## config.mk

```make
export PLATFORM = sky130hd
export DESIGN_NAME = posting_list_intersect
export DESIGN_NICKNAME = d
export VERILOG_FILES = /design/src/rtl/pli_pkg.sv /design/src/rtl/pli_ctrl.sv /design/src/rtl/pli_dp.sv /design/src/rtl/posting_list_intersect.sv
export SDC_FILE = /design/constraint.sdc
export NUM_CORES = 2
export LEC_CHECK = 0
export ABC_AREA = 1
export BUFFER_PORTS_ARGS = -buffer_cell sky130_fd_sc_hd__clkbuf_2
export CAP_MARGIN = 20
export CORE_AREA = 8 8 469 471
export DETAILED_ROUTE_END_ITERATION = 10
export DIE_AREA = 0 0 477 479
export HOLD_SLACK_MARGIN = 0.12
export PLACE_DENSITY = 0.75
export SYNTH_ARGS = -nofsm -noshare
export SYNTH_HDL_FRONTEND = slang
export SYNTH_SLANG_ARGS = --single-unit
export TNS_END_PERCENT = 20
```

## constraint.sdc

```tcl
create_clock -name i_clk -period 4.64 [get_ports i_clk]
set_input_delay 1.392 -clock i_clk [delete_from_list [all_inputs] [get_ports i_clk]]
set_output_delay 1.392 -clock i_clk [all_outputs]
set_load 0.01 [all_outputs]
```

## src/rtl/pli_pkg.sv

```systemverilog
package pli_pkg;

    // default sizing
    localparam int unsigned LIST_DEPTH  = 32;
    localparam int unsigned ID_BITS     = 16;

    // fixed port widths
    localparam int unsigned OP_BITS     = 2;
    localparam int unsigned DOC_ID_BITS = 16;

    // request opcodes
    localparam logic [OP_BITS-1:0] OP_APPEND_A = 2'd0;
    localparam logic [OP_BITS-1:0] OP_APPEND_B = 2'd1;
    localparam logic [OP_BITS-1:0] OP_COMPUTE  = 2'd2;

    // controller to datapath commands
    typedef struct packed {
        logic append_a;
        logic append_b;
        logic emit_empty;
        logic walk_start;
        logic walk_step;
        logic copy_start;
        logic copy_a;
        logic copy_b;
        logic rank_start;
        logic key_sel;
        logic key_load;
        logic scan_step;
        logic rank_store;
        logic emit_start;
        logic emit;
        logic finish;
    } t_cmd;

    // datapath to controller status
    typedef struct packed {
        logic both_empty;
        logic a_lt;
        logic b_lt;
        logic n_zero;
        logic i_lt_n;
        logic j_lt_n;
        logic p_lt_n;
    } t_stat;

endpackage

```

## src/rtl/pli_ctrl.sv

```systemverilog
module pli_ctrl (
    input  logic                             i_clk,
    input  logic                             i_rst_n,
    input  logic                             start,
    input  logic [pli_pkg::OP_BITS-1:0]      i_op,
    input  pli_pkg::t_stat                   i_stat,
    output pli_pkg::t_cmd                    o_cmd,
    output logic                             busy
);

    typedef enum logic [12:0] {
        S_IDLE     = 13'b0000000000001,
        S_WALK_RD  = 13'b0000000000010,
        S_WALK_CMP = 13'b0000000000100,
        S_COPYA_RD = 13'b0000000001000,
        S_COPYA_WR = 13'b0000000010000,
        S_COPYB_RD = 13'b0000000100000,
        S_COPYB_WR = 13'b0000001000000,
        S_KEY_RD   = 13'b0000010000000,
        S_KEY_LD   = 13'b0000100000000,
        S_SCAN_RD  = 13'b0001000000000,
        S_SCAN_CMP = 13'b0010000000000,
        S_EMIT_RD  = 13'b0100000000000,
        S_EMIT_OUT = 13'b1000000000000
    } t_state;

    t_state r_state;
    t_state n_state;

    // next state and commands
    always_comb begin
        n_state = r_state;
        o_cmd   = '0;
        case (r_state)
            S_IDLE: begin
                if (start) begin
                    case (i_op)
                        pli_pkg::OP_APPEND_A: o_cmd.append_a = 1'b1;
                        pli_pkg::OP_APPEND_B: o_cmd.append_b = 1'b1;
                        pli_pkg::OP_COMPUTE: begin
                            if (i_stat.both_empty) begin
                                o_cmd.emit_empty = 1'b1;
                            end else begin
                                o_cmd.walk_start = 1'b1;
                                n_state          = S_WALK_RD;
                            end
                        end
                        default: ;
                    endcase
                end
            end
            S_WALK_RD: begin
                if (i_stat.a_lt && i_stat.b_lt) begin
                    n_state = S_WALK_CMP;
                end else if (!i_stat.n_zero) begin
                    o_cmd.rank_start = 1'b1;
                    n_state          = S_KEY_RD;
                end else begin
                    o_cmd.copy_start = 1'b1;
                    n_state          = S_COPYA_RD;
                end
            end
            S_WALK_CMP: begin
                o_cmd.walk_step = 1'b1;
                n_state         = S_WALK_RD;
            end
            S_COPYA_RD: begin
                n_state = i_stat.a_lt ? S_COPYA_WR : S_COPYB_RD;
            end
            S_COPYA_WR: begin
                o_cmd.copy_a = 1'b1;
                n_state      = S_COPYA_RD;
            end
            S_COPYB_RD: begin
                if (i_stat.b_lt) begin
                    n_state = S_COPYB_WR;
                end else begin
                    o_cmd.rank_start = 1'b1;
                    n_state          = S_KEY_RD;
                end
            end
            S_COPYB_WR: begin
                o_cmd.copy_b = 1'b1;
                n_state      = S_COPYB_RD;
            end
            S_KEY_RD: begin
                o_cmd.key_sel = 1'b1;
                if (i_stat.i_lt_n) begin
                    n_state = S_KEY_LD;
                end else begin
                    o_cmd.emit_start = 1'b1;
                    n_state          = S_EMIT_RD;
                end
            end
            S_KEY_LD: begin
                o_cmd.key_load = 1'b1;
                n_state        = S_SCAN_RD;
            end
            S_SCAN_RD: begin
                if (i_stat.j_lt_n) begin
                    n_state = S_SCAN_CMP;
                end else begin
                    o_cmd.rank_store = 1'b1;
                    n_state          = S_KEY_RD;
                end
            end
            S_SCAN_CMP: begin
                o_cmd.scan_step = 1'b1;
                n_state         = S_SCAN_RD;
            end
            S_EMIT_RD: begin
                if (i_stat.p_lt_n) begin
                    n_state = S_EMIT_OUT;
                end else begin
                    o_cmd.finish = 1'b1;
                    n_state      = S_IDLE;
                end
            end
            S_EMIT_OUT: begin
                o_cmd.emit = 1'b1;
                n_state    = S_EMIT_RD;
            end
            default: begin
                n_state = S_IDLE;
            end
        endcase
    end

    // state register
    always_ff @(posedge i_clk) begin
        if (!i_rst_n) begin
            r_state <= S_IDLE;
        end else begin
            r_state <= n_state;
        end
    end

    assign busy = (r_state != S_IDLE);

endmodule

```

## src/rtl/pli_dp.sv

```systemverilog
module pli_dp #(
    parameter int unsigned LIST_DEPTH = pli_pkg::LIST_DEPTH,
    parameter int unsigned ID_BITS    = pli_pkg::ID_BITS
) (
    input  logic                               i_clk,
    input  logic                               i_rst_n,
    input  logic [pli_pkg::DOC_ID_BITS-1:0]    i_doc_id,
    input  pli_pkg::t_cmd                      i_cmd,
    output pli_pkg::t_stat                     o_stat,
    output logic                               o_strobe,
    output logic [pli_pkg::DOC_ID_BITS-1:0]    o_out_id,
    output logic                               o_is_last,
    output logic                               o_empty_answer,
    output logic                               o_was_common,
    output logic                               o_overflow
);

    localparam int unsigned AW = (LIST_DEPTH > 1) ? $clog2(LIST_DEPTH) : 1;
    localparam int unsigned CW = $clog2(LIST_DEPTH + 1);
    localparam int unsigned BD = 2 * LIST_DEPTH;
    localparam int unsigned BW = $clog2(BD);
    localparam int unsigned NW = $clog2(BD + 1);
    localparam int unsigned DW = pli_pkg::DOC_ID_BITS;

    // list, work buffer and sorted memories
    logic [ID_BITS-1:0] r_list_a [LIST_DEPTH];
    logic [ID_BITS-1:0] r_list_b [LIST_DEPTH];
    logic [ID_BITS-1:0] r_buf    [BD];
    logic [ID_BITS-1:0] r_sorted [BD];

    // registered read data
    logic [ID_BITS-1:0] r_xd, r_yd, r_bd, r_sd, r_key;

    // counters and flags
    logic [CW-1:0] r_cnt_a, n_cnt_a, r_cnt_b, n_cnt_b;
    logic [CW-1:0] r_a, n_a, r_b, n_b;
    logic [NW-1:0] r_n, n_n, r_i, n_i, r_j, n_j, r_p, n_p, r_rank, n_rank;
    logic          r_drop, n_drop, r_common, n_common;

    // output registers
    logic          r_strobe, n_strobe;
    logic [DW-1:0] r_oid, n_oid;
    logic          r_last, n_last, r_empty, n_empty, r_ocommon, n_ocommon, r_oovf, n_oovf;

    logic [ID_BITS-1:0] id_in;
    logic               full_a, full_b, walk_eq, buf_we, scan_hit;
    logic [ID_BITS-1:0] buf_wd;
    logic [NW-1:0]      buf_ra;

    assign id_in    = ID_BITS'(i_doc_id);
    assign full_a   = (r_cnt_a == CW'(LIST_DEPTH));
    assign full_b   = (r_cnt_b == CW'(LIST_DEPTH));
    assign walk_eq  = (r_xd == r_yd);
    assign buf_we   = (i_cmd.walk_step && walk_eq) || i_cmd.copy_a || i_cmd.copy_b;
    assign buf_wd   = i_cmd.copy_b ? r_yd : r_xd;
    assign buf_ra   = i_cmd.key_sel ? r_i : r_j;
    assign scan_hit = (r_bd < r_key) || ((r_bd == r_key) && (r_j < r_i));

    // status back to the controller
    assign o_stat.both_empty = (r_cnt_a == '0) && (r_cnt_b == '0);
    assign o_stat.a_lt       = (r_a < r_cnt_a);
    assign o_stat.b_lt       = (r_b < r_cnt_b);
    assign o_stat.n_zero     = (r_n == '0);
    assign o_stat.i_lt_n     = (r_i < r_n);
    assign o_stat.j_lt_n     = (r_j < r_n);
    assign o_stat.p_lt_n     = (r_p < r_n);

    // memory writes and registered reads
    always_ff @(posedge i_clk) begin
        if (i_cmd.append_a && !full_a) begin
            r_list_a[r_cnt_a[AW-1:0]] <= id_in;
        end
        if (i_cmd.append_b && !full_b) begin
            r_list_b[r_cnt_b[AW-1:0]] <= id_in;
        end
        if (buf_we) begin
            r_buf[r_n[BW-1:0]] <= buf_wd;
        end
        if (i_cmd.rank_store) begin
            r_sorted[r_rank[BW-1:0]] <= r_key;
        end
        r_xd <= r_list_a[r_a[AW-1:0]];
        r_yd <= r_list_b[r_b[AW-1:0]];
        r_bd <= r_buf[buf_ra[BW-1:0]];
        r_sd <= r_sorted[r_p[BW-1:0]];
        if (i_cmd.key_load) begin
            r_key <= r_bd;
        end
    end

    // counter and pointer updates
    always_comb begin
        n_cnt_a  = r_cnt_a;
        n_cnt_b  = r_cnt_b;
        n_drop   = r_drop;
        n_a      = r_a;
        n_b      = r_b;
        n_n      = r_n;
        n_i      = r_i;
        n_j      = r_j;
        n_p      = r_p;
        n_rank   = r_rank;
        n_common = r_common;
        if (i_cmd.append_a) begin
            if (full_a) n_drop = 1'b1;
            else        n_cnt_a = r_cnt_a + CW'(1);
        end
        if (i_cmd.append_b) begin
            if (full_b) n_drop = 1'b1;
            else        n_cnt_b = r_cnt_b + CW'(1);
        end
        if (i_cmd.walk_start) begin
            n_a      = '0;
            n_b      = '0;
            n_n      = '0;
            n_common = 1'b1;
        end
        if (i_cmd.walk_step) begin
            if (walk_eq) begin
                n_n = r_n + NW'(1);
                n_a = r_a + CW'(1);
                n_b = r_b + CW'(1);
            end else if (r_xd > r_yd) begin
                n_b = r_b + CW'(1);
            end else begin
                n_a = r_a + CW'(1);
            end
        end
        if (i_cmd.copy_start) begin
            n_a      = '0;
            n_b      = '0;
            n_common = 1'b0;
        end
        if (i_cmd.copy_a) begin
            n_n = r_n + NW'(1);
            n_a = r_a + CW'(1);
        end
        if (i_cmd.copy_b) begin
            n_n = r_n + NW'(1);
            n_b = r_b + CW'(1);
        end
        if (i_cmd.rank_start) begin
            n_i = '0;
        end
        if (i_cmd.key_load) begin
            n_j    = '0;
            n_rank = '0;
        end
        if (i_cmd.scan_step) begin
            n_j = r_j + NW'(1);
            if (scan_hit) n_rank = r_rank + NW'(1);
        end
        if (i_cmd.rank_store) begin
            n_i = r_i + NW'(1);
        end
        if (i_cmd.emit_start) begin
            n_p = '0;
        end
        if (i_cmd.emit) begin
            n_p = r_p + NW'(1);
        end
        if (i_cmd.finish) begin
            n_cnt_a = '0;
            n_cnt_b = '0;
        end
    end

    // result register
    always_comb begin
        n_strobe  = i_cmd.emit || i_cmd.emit_empty;
        n_oid     = r_oid;
        n_last    = r_last;
        n_empty   = r_empty;
        n_ocommon = r_ocommon;
        n_oovf    = r_oovf;
        if (i_cmd.emit_empty) begin
            n_oid     = '0;
            n_last    = 1'b1;
            n_empty   = 1'b1;
            n_ocommon = 1'b0;
            n_oovf    = r_drop;
        end else if (i_cmd.emit) begin
            n_oid     = DW'(r_sd);
            n_last    = ((r_p + NW'(1)) == r_n);
            n_empty   = 1'b0;
            n_ocommon = r_common;
            n_oovf    = r_drop;
        end
    end

    // control registers
    always_ff @(posedge i_clk) begin
        if (!i_rst_n) begin
            r_cnt_a  <= '0;
            r_cnt_b  <= '0;
            r_drop   <= 1'b0;
            r_a      <= '0;
            r_b      <= '0;
            r_n      <= '0;
            r_i      <= '0;
            r_j      <= '0;
            r_p      <= '0;
            r_rank   <= '0;
            r_common <= 1'b0;
            r_strobe <= 1'b0;
        end else begin
            r_cnt_a  <= n_cnt_a;
            r_cnt_b  <= n_cnt_b;
            r_drop   <= n_drop;
            r_a      <= n_a;
            r_b      <= n_b;
            r_n      <= n_n;
            r_i      <= n_i;
            r_j      <= n_j;
            r_p      <= n_p;
            r_rank   <= n_rank;
            r_common <= n_common;
            r_strobe <= n_strobe;
        end
    end

    // payload registers
    always_ff @(posedge i_clk) begin
        r_oid     <= n_oid;
        r_last    <= n_last;
        r_empty   <= n_empty;
        r_ocommon <= n_ocommon;
        r_oovf    <= n_oovf;
    end

    assign o_strobe       = r_strobe;
    assign o_out_id       = r_oid;
    assign o_is_last      = r_last;
    assign o_empty_answer = r_empty;
    assign o_was_common   = r_ocommon;
    assign o_overflow     = r_oovf;

endmodule

```

## src/rtl/posting_list_intersect.sv

```systemverilog
// Posting list intersection with merge fallback.
// Requests: start with i_op and i_doc_id, taken at an edge where start is high
// and busy is low. Op append-first / append-second stores one id while busy
// stays low, so loads run at one per cycle; a load into a full list is
// dropped and sets the sticky overflow flag.
// Op compute raises busy, walks both lists with two pointers, copies both
// lists into the work buffer when nothing matched, ranks the n collected ids
// by scanning the buffer once per id over its single read port, then emits
// the results one at a time from the sorted memory. Worst case n = 2*LIST_DEPTH.
// Results appear on o_out_id and the flags for one cycle with o_strobe high;
// the receiver cannot stall them. The final result has o_is_last set, and
// busy falls in the cycle after the one that shows it. With both lists empty
// a compute gives a single empty-answer result in the following cycle and busy stays low.
// Both lists are emptied after each compute; overflow is cleared only by reset.
// Reset (i_rst_n low, synchronous) empties both lists and clears overflow;
// list contents need no clearing pass.
module posting_list_intersect #(
    parameter int unsigned LIST_DEPTH = pli_pkg::LIST_DEPTH,
    parameter int unsigned ID_BITS    = pli_pkg::ID_BITS
) (
    input  logic                               i_clk,
    input  logic                               i_rst_n,
    input  logic                               start,
    output logic                               busy,
    input  logic [pli_pkg::OP_BITS-1:0]        i_op,
    input  logic [pli_pkg::DOC_ID_BITS-1:0]    i_doc_id,
    output logic                               o_strobe,
    output logic [pli_pkg::DOC_ID_BITS-1:0]    o_out_id,
    output logic                               o_is_last,
    output logic                               o_empty_answer,
    output logic                               o_was_common,
    output logic                               o_overflow
);

    pli_pkg::t_cmd  cmd;
    pli_pkg::t_stat stat;

    // sequencer
    pli_ctrl u_ctrl (
        .i_clk   (i_clk),
        .i_rst_n (i_rst_n),
        .start   (start),
        .i_op    (i_op),
        .i_stat  (stat),
        .o_cmd   (cmd),
        .busy    (busy)
    );

    // lists, buffers and result register
    pli_dp #(
        .LIST_DEPTH (LIST_DEPTH),
        .ID_BITS    (ID_BITS)
    ) u_dp (
        .i_clk          (i_clk),
        .i_rst_n        (i_rst_n),
        .i_doc_id       (i_doc_id),
        .i_cmd          (cmd),
        .o_stat         (stat),
        .o_strobe       (o_strobe),
        .o_out_id       (o_out_id),
        .o_is_last      (o_is_last),
        .o_empty_answer (o_empty_answer),
        .o_was_common   (o_was_common),
        .o_overflow     (o_overflow)
    );

endmodule

```

### After elaboration in Yosys (flattened, before gate mapping)

Memory sizes are Yosys's and may differ from the RTL's. A register that Yosys moved wholly into a read port is not among the register bits.
Index checks and enable logic that the tools add are counted.

* flip-flop bits (word level): 111
* RAM bits: 3072
* bits of input ports: 21
* output and inout bits: 22
* logic and storage cells: 173
* memories: 4

Memories
* u_dp.r_buf: depth 64, bits a word 16, rd ports 1, clocked after memory_dff 1, wr ports 1, RTL line pli_dp.sv:28 `logic [ID_BITS-1:0] r_buf [BD];`
* u_dp.r_sorted: depth 64, bits a word 16, rd ports 1, clocked after memory_dff 1, wr ports 1, RTL line pli_dp.sv:29 `logic [ID_BITS-1:0] r_sorted [BD];`
* u_dp.r_list_a: depth 32, bits a word 16, rd ports 1, clocked after memory_dff 1, wr ports 1, RTL line pli_dp.sv:26 `logic [ID_BITS-1:0] r_list_a [LIST_DEPTH];`
* u_dp.r_list_b: depth 32, bits a word 16, rd ports 1, clocked after memory_dff 1, wr ports 1, RTL line pli_dp.sv:27 `logic [ID_BITS-1:0] r_list_b [LIST_DEPTH];`

* add/subtract/negate cells: 9
* magnitude comparators: 8
* eq/ne operators: 24
* mux-type cells: 80
* bitwise logic cells: 3
* reduce and logical (&&, ||, !) cells: 26

Operator list (count)
* case mux 13 bit (12 select lines): 1
* two-way mux 7 bit: 14
* two-way mux 6 bit: 14
* two-way mux 13 bit: 4
* two-way mux 1 bit: 37
* adder 7 x 1 -> 7 bit, second input constant: 5
* == test 16 bit: 2
* less-than comparator 7 bit: 4
* adder 6 x 1 -> 6 bit, second input constant: 4
* two-way mux 8 bit: 3
* greater-than comparator 16 bit: 1
* less-than comparator 16 bit: 1
* two-way mux 16 bit: 1
* == test 13 x 1 -> 1 bit, second input constant: 1
* == test 13 x 10 -> 1 bit, second input constant: 1
* == test 13 x 11 -> 1 bit, second input constant: 1
* == test 13 x 12 -> 1 bit, second input constant: 1
* == test 13 bit, second input constant: 1
* == test 13 x 2 -> 1 bit, second input constant: 1
* == test 13 x 3 -> 1 bit, second input constant: 1
* == test 13 x 4 -> 1 bit, second input constant: 1
* == test 13 x 5 -> 1 bit, second input constant: 1
* == test 13 x 6 -> 1 bit, second input constant: 1
* == test 13 x 7 -> 1 bit, second input constant: 1
* other kinds (25): 48

### Logic depth before layout (Yosys ltp)

* depth after elaboration: 12
* depth in mapped cells: 17
* mapped depth without buffers: 16

### Cells and area by module

From an unflattened synthesis, not the netlist that was laid out.

* cell total of the unflattened synthesis: 10500
* area total of the unflattened synthesis: 130531.4 um^2

By module, submodules not included
* pli_dp: times used 1, cells an instance 10353, area an instance 129651.8 um^2, sequential area each 95641.7 um^2
* pli_ctrl: times used 1, cells an instance 147, area an instance 879.6 um^2, sequential area each 260.2 um^2

### Worst setup path before layout

No wires, ideal clock.

* kind: register -> register
* from: register u_ctrl.r_state[8]
* to: memory u_dp.r_buf[0][15], data pin
* setup time: 0.702 ns
* arrival time: 3.542 ns
* data required time: 3.938 ns
* slack: 0.396 ns
* cell stages (with the launch flop): 7
* path buffers: 1
* clock period less this slack: 4.244 ns
* cell sequence: dfxtp_1 nor2_1 nand2_2 nor2_4 nand4_1 clkbuf_1 o21ai_0

* cells in the longest elaborated chain, start to end: 3

RTL lines
* from (decl): RTL line pli_ctrl.sv:27 `t_state r_state;`
* from (signal assigned): RTL line pli_ctrl.sv:134 `r_state <= n_state;`
* == test 13 x 7 -> 1 bit: RTL line pli_ctrl.sv:34 `case (r_state)`
* two-way mux 1 bit: RTL line pli_ctrl.sv:34
* two-way mux 16 bit: RTL line pli_dp.sv:55 `assign buf_wd = i_cmd.copy_b ? r_yd : r_xd;`
* named net u_dp.buf_wd[15]: RTL line pli_dp.sv:47 `logic [ID_BITS-1:0] buf_wd;`
* to (decl): RTL line pli_dp.sv:28

The timed path passes the listed nets, and every way through them passes these cells.

### Worst setup path after layout

* from: register u_ctrl.r_state[9]
* to: output port busy

* cells in the longest elaborated chain, start to end: 1

RTL lines
* != test 13 x 1 -> 1 bit: RTL line pli_ctrl.sv:138 `assign busy = (r_state != S_IDLE);`
* to (decl): RTL line posting_list_intersect.sv:24 `output logic busy,`

No other way between the ends.

==> reports/qor.csv <==
stage,metric,value,unit
cts,cts_tree,yes,
logic_synthesis,synth_nets,11600,
grt,grt_pass1_wl,541,mm
routing,routedWlPerCell,24.9,um
routing,detail_route.first_pass.iterations,7,
logic_synthesis,synth-edff-count,3089,
sta,max_transition_margin,20.7,%
worst_setup_path,critical_path_class,flip-flop to primary output,
worst_setup_path,crit_slowest_cell,dfxtp_1,
sta,grt_setup_unrepaired,false,
worst_setup_path,setup.worst_path.end,busy,
worst_setup_path,regToRegSetupSlack,0.79,ns
sta,max_clock_freq,249,MHz
sta,totalNegativeSetupSlack,0,ns
cts,htree_levels,5,
cts,cts_buffers,330,
grt,pin_count_of_the_biggest_net_entering_global_routing,224,
routing,route.layer.met1.wl,134,mm
routing,routed-via-count,92000,
routing,drtAntennaViolNets,0,
sta,setup_viol,0,
grt,first_global_vias,88300,
power_and_ir_drop,cellLeakagePower,54.4,nW
cts,cts.repair_timing.setup_buffer_count,0,
die,floorplan.initialDensity,62.6,%
hold_path,holdCritPathClass,flip-flop to flip-flop,
cts,clk_pin_slew_worst_paths,0.06,ns
routing,drc_errors,0,
die,die_y,479,um
worst_setup_path,cp_data_arrival_time,2.62,ns
sta,fin_skew,0.0811,ns
grt,gr-usage-all-layers,30.7,%
die,horizontal_extent_of_the_die,477,um
logic_synthesis,ys_ff_latch,3246,
logic_synthesis,synth_largest_area_cell,edfxtp_1,
power_and_ir_drop,vdd_ir_drop_max,0.437,mV
logic_synthesis,post_synthesis_sequential_area_ratio,72.0,%
logic_synthesis,synth_common_cells,"edfxtp_1, nor2_1, nand2_1",
routing,dr_wl_met3,44.8,mm
cts,clock_tree.root_cell,clkbuf_16,
cts,clock_latency,0.97,ns
placed_design,io_buffer_count,42,
die,num_rows,170,
routing,detailedRoute.firstIterationViolations,14400,
worst_setup_path,cp.required,3.25,ns
status,run_status,"complete, no violations",
worst_setup_path,maximum_fanout_along_the_worst_path,5,
worst_setup_path,worstPathCellList,nor2_1 > nand2_2 > nor2_4 > inv_2 > nor2_4 > inv_2 > nor2_4 > inv_1 > clkbuf_2,
logic_synthesis,synthDistinctLibCells,49,
worst_setup_path,worstSetupEndpointType,primary output,
grt,total_grt_overflow,0,
sta,report.final.slew_viol_count,0,
sta,worst_pin_slew,1.19,ns
logic_synthesis,yosys-top-cells-area,"edfxtp_1, o21ai_0, nand3_1",
cts,postCtsResizedCells,0,
sta,final-hold-violation-count,0,
logic_synthesis,synthesis.instances,11500,
routing,drt_wl_total,364,mm
logic_synthesis,asyncSetResetFlopFracSynth,0,%
cts,deepest_clock_path_buffer_count,4,
cells_and_area,final_layout_size_suffix_gt1_share,8.23,%
logic_synthesis,syn-mean-instance-area,11.6,um^2
cells_and_area,area_growth_syn_to_layout,11.3,%
die,design.portCount,43,
sta,timing.final.crit_share,86.5,%
worst_setup_path,regToRegEndpoint,u_dp.r_sorted[14][5],
routing,routed-wl-met2,167,mm
worst_setup_path,startpoint,u_ctrl.r_state[9],
cts,hold_buffer_count_at_cts,0,
power_and_ir_drop,power.density_cell_area,398,nW/um^2
worst_setup_path,critPathMostFrequentCell,nor2_4,
cts,cts_num_sinks,3246,
routing,viasPerCell,6.30,
logic_synthesis,proportion_of_netlist_area_held_by_the_largest_area_contributor,69.6,%
routing,topRoutingLayerUsed,met4,
logic_synthesis,post-synth-top-count-cell,edfxtp_1,
die,core_area,213000,um^2
worst_setup_path,critical_path.max_stage_delay,0.32,ns
worst_setup_path,startpoint_type,flip-flop,
sta,fin_hold_ws,0.453,ns
cells_and_area,fill_cells,14100,
placed_design,dp.final_hpwl,209,mm
sta,final.min_clock_period,4.01,ns
grt,grt_antenna_before_repair,5,
worst_setup_path,reg2reg_start,u_dp.r_n[2],
logic_synthesis,netlist_area,133000,um^2
logic_synthesis,synthesis.yosys.warnings,0,
placed_design,gp_congestion,0.946,
worst_setup_path,worst_r2r_path_depth,11,
die,die_area,228000,um^2
logic_synthesis,ys_flop_type,edfxtp_1,
cells_and_area,layout.nets,11600,
run,cap_viol_max_count,0,
flip-flops by register name (all words and copies together) (netlist names), 7 cells and up:
signal	cells
u_dp.r_i	7
u_dp.o_out_id	16
u_dp.r_key	16
u_ctrl.r_state	13
u_dp.r_list_a	512
u_dp.r_yd	16
u_dp.r_j	7
u_dp.r_xd	16
u_dp.r_list_b	512
u_dp.r_n	7
u_dp.r_sd	16
u_dp.r_sorted	1024
u_dp.r_p	7
u_dp.r_bd	16
u_dp.r_buf	1024
critical path: cells and delay by family, from the launching register on:
kind,cells,cell delay [ns]
and+or+nand+nor,5,0.85
buffers and inverters,4,0.51
DFF,1,0.32
worst min path at each step:
| stage | startpoint | endpoint | slack, ns | cells past startpoint |
|---|---|---|---|---|
| after detailed placement | u_dp.r_sd[10] | u_dp.o_out_id[10] | 0.44 | 2 |
| after CTS | u_dp.r_sd[10] | u_dp.o_out_id[10] | 0.45 | 2 |
| after global placement | u_dp.r_sd[10] | u_dp.o_out_id[10] | 0.43 | 2 |
| after global routing | u_dp.r_sd[14] | u_dp.o_out_id[14] | 0.47 | 2 |
| after floorplan | u_dp.r_bd[0] | u_dp.r_key[0] | 0.41 | 0 |
| final | u_dp.r_sd[14] | u_dp.o_out_id[14] | 0.45 | 2 |
cells in the final DEF, fill, tap and decap left out, types with 8 or more instances in the layout:
cell type | Yosys | routed
a21oi_1 | 123 | 123
buf_12 | 0 | 41
buf_4 | 3 | 346
bufinv_16 | 0 | 30
clkbuf_1 | 494 | 69
clkbuf_16 | 0 | 335
clkbuf_2 | 0 | 42
clkbuf_8 | 0 | 16
clkinv_1 | 10 | 66
clkinv_2 | 0 | 48
clkinvlp_4 | 0 | 8
dfxtp_1 | 157 | 146
edfxtp_1 | 3089 | 3089
ha_1 | 83 | 83
inv_1 | 1122 | 1114
inv_6 | 0 | 8
nand2_1 | 1370 | 1367
nand3_1 | 1181 | 1180
nand4_1 | 19 | 19
nor2_1 | 1523 | 1522
nor2_2 | 10 | 11
nor3_1 | 23 | 20
nor4_1 | 10 | 9
o211ai_1 | 21 | 21
o21ai_0 | 1302 | 1285
o21ai_4 | 1 | 20
o21bai_1 | 12 | 12
o221ai_1 | 36 | 36
o22ai_1 | 580 | 580
o31ai_1 | 10 | 10
or2_2 | 13 | 13
xor2_1 | 17 | 17
final cells by class:
type	instances	area (um^2)	share of cell area (%)
sequential	3246	95900	64.6
multi-input combinational	6386	30500	20.6
clock buffer	420	8860	5.97
clock inverter	146	1450	0.976
inverter	1138	4300	2.90
timing repair buffer	434	3770	2.54
antenna	2	5.00	0.00337
tap	2838	3550	2.39
per-layer routing:
metal  GRT usage [%]  vias to the layer above
met4            13.8                        0
met2            47.6                     6185
met3            6.64                      950
met1            42.3                    44500
li1                -                    40400
met5               0                        -
cell families (layout without fill, tap and decap cells):
kind of cell / Yosys count / after routing / synth area share, %
DFF: 3246 / 3246 / 72.0
AOI/OAI and AO/OA: 2114 / 2114 / 8.75
adders and majority gates: 83 / 83 / 0.779
other: 0 / 2 / 0
and+or+nand+nor: 4167 / 4167 / 13.0
buffers and inverters: 1834 / 2138 / 5.34
xor gates and xnor gates: 22 / 22 / 0.145
report_power, final:
part | internal, mW | switching [mW]
combinational | 0.207 | 0.890
clock | 15.1 | 10.8
sequential | 32.0 | 0.0402
per-stage QoR:
stage          setup slack [ns]  util [%]  cell area [um^2]  std cells  total power, mW
4_1_cts                   0.574      69.6            148000      14600             59.1
2_1_floorplan             0.396         -            133000      11500             33.1
5_1_grt                   0.489      69.7            148000      14600             60.3
6_report                  0.626      69.7            148000      14600             59.0
3_3_place_gp               1.00      64.7            138000      14000             33.7
3_5_place_dp              0.949      64.8            138000      14000             33.8
Note: power is estimated with default switching activity, not from simulation.
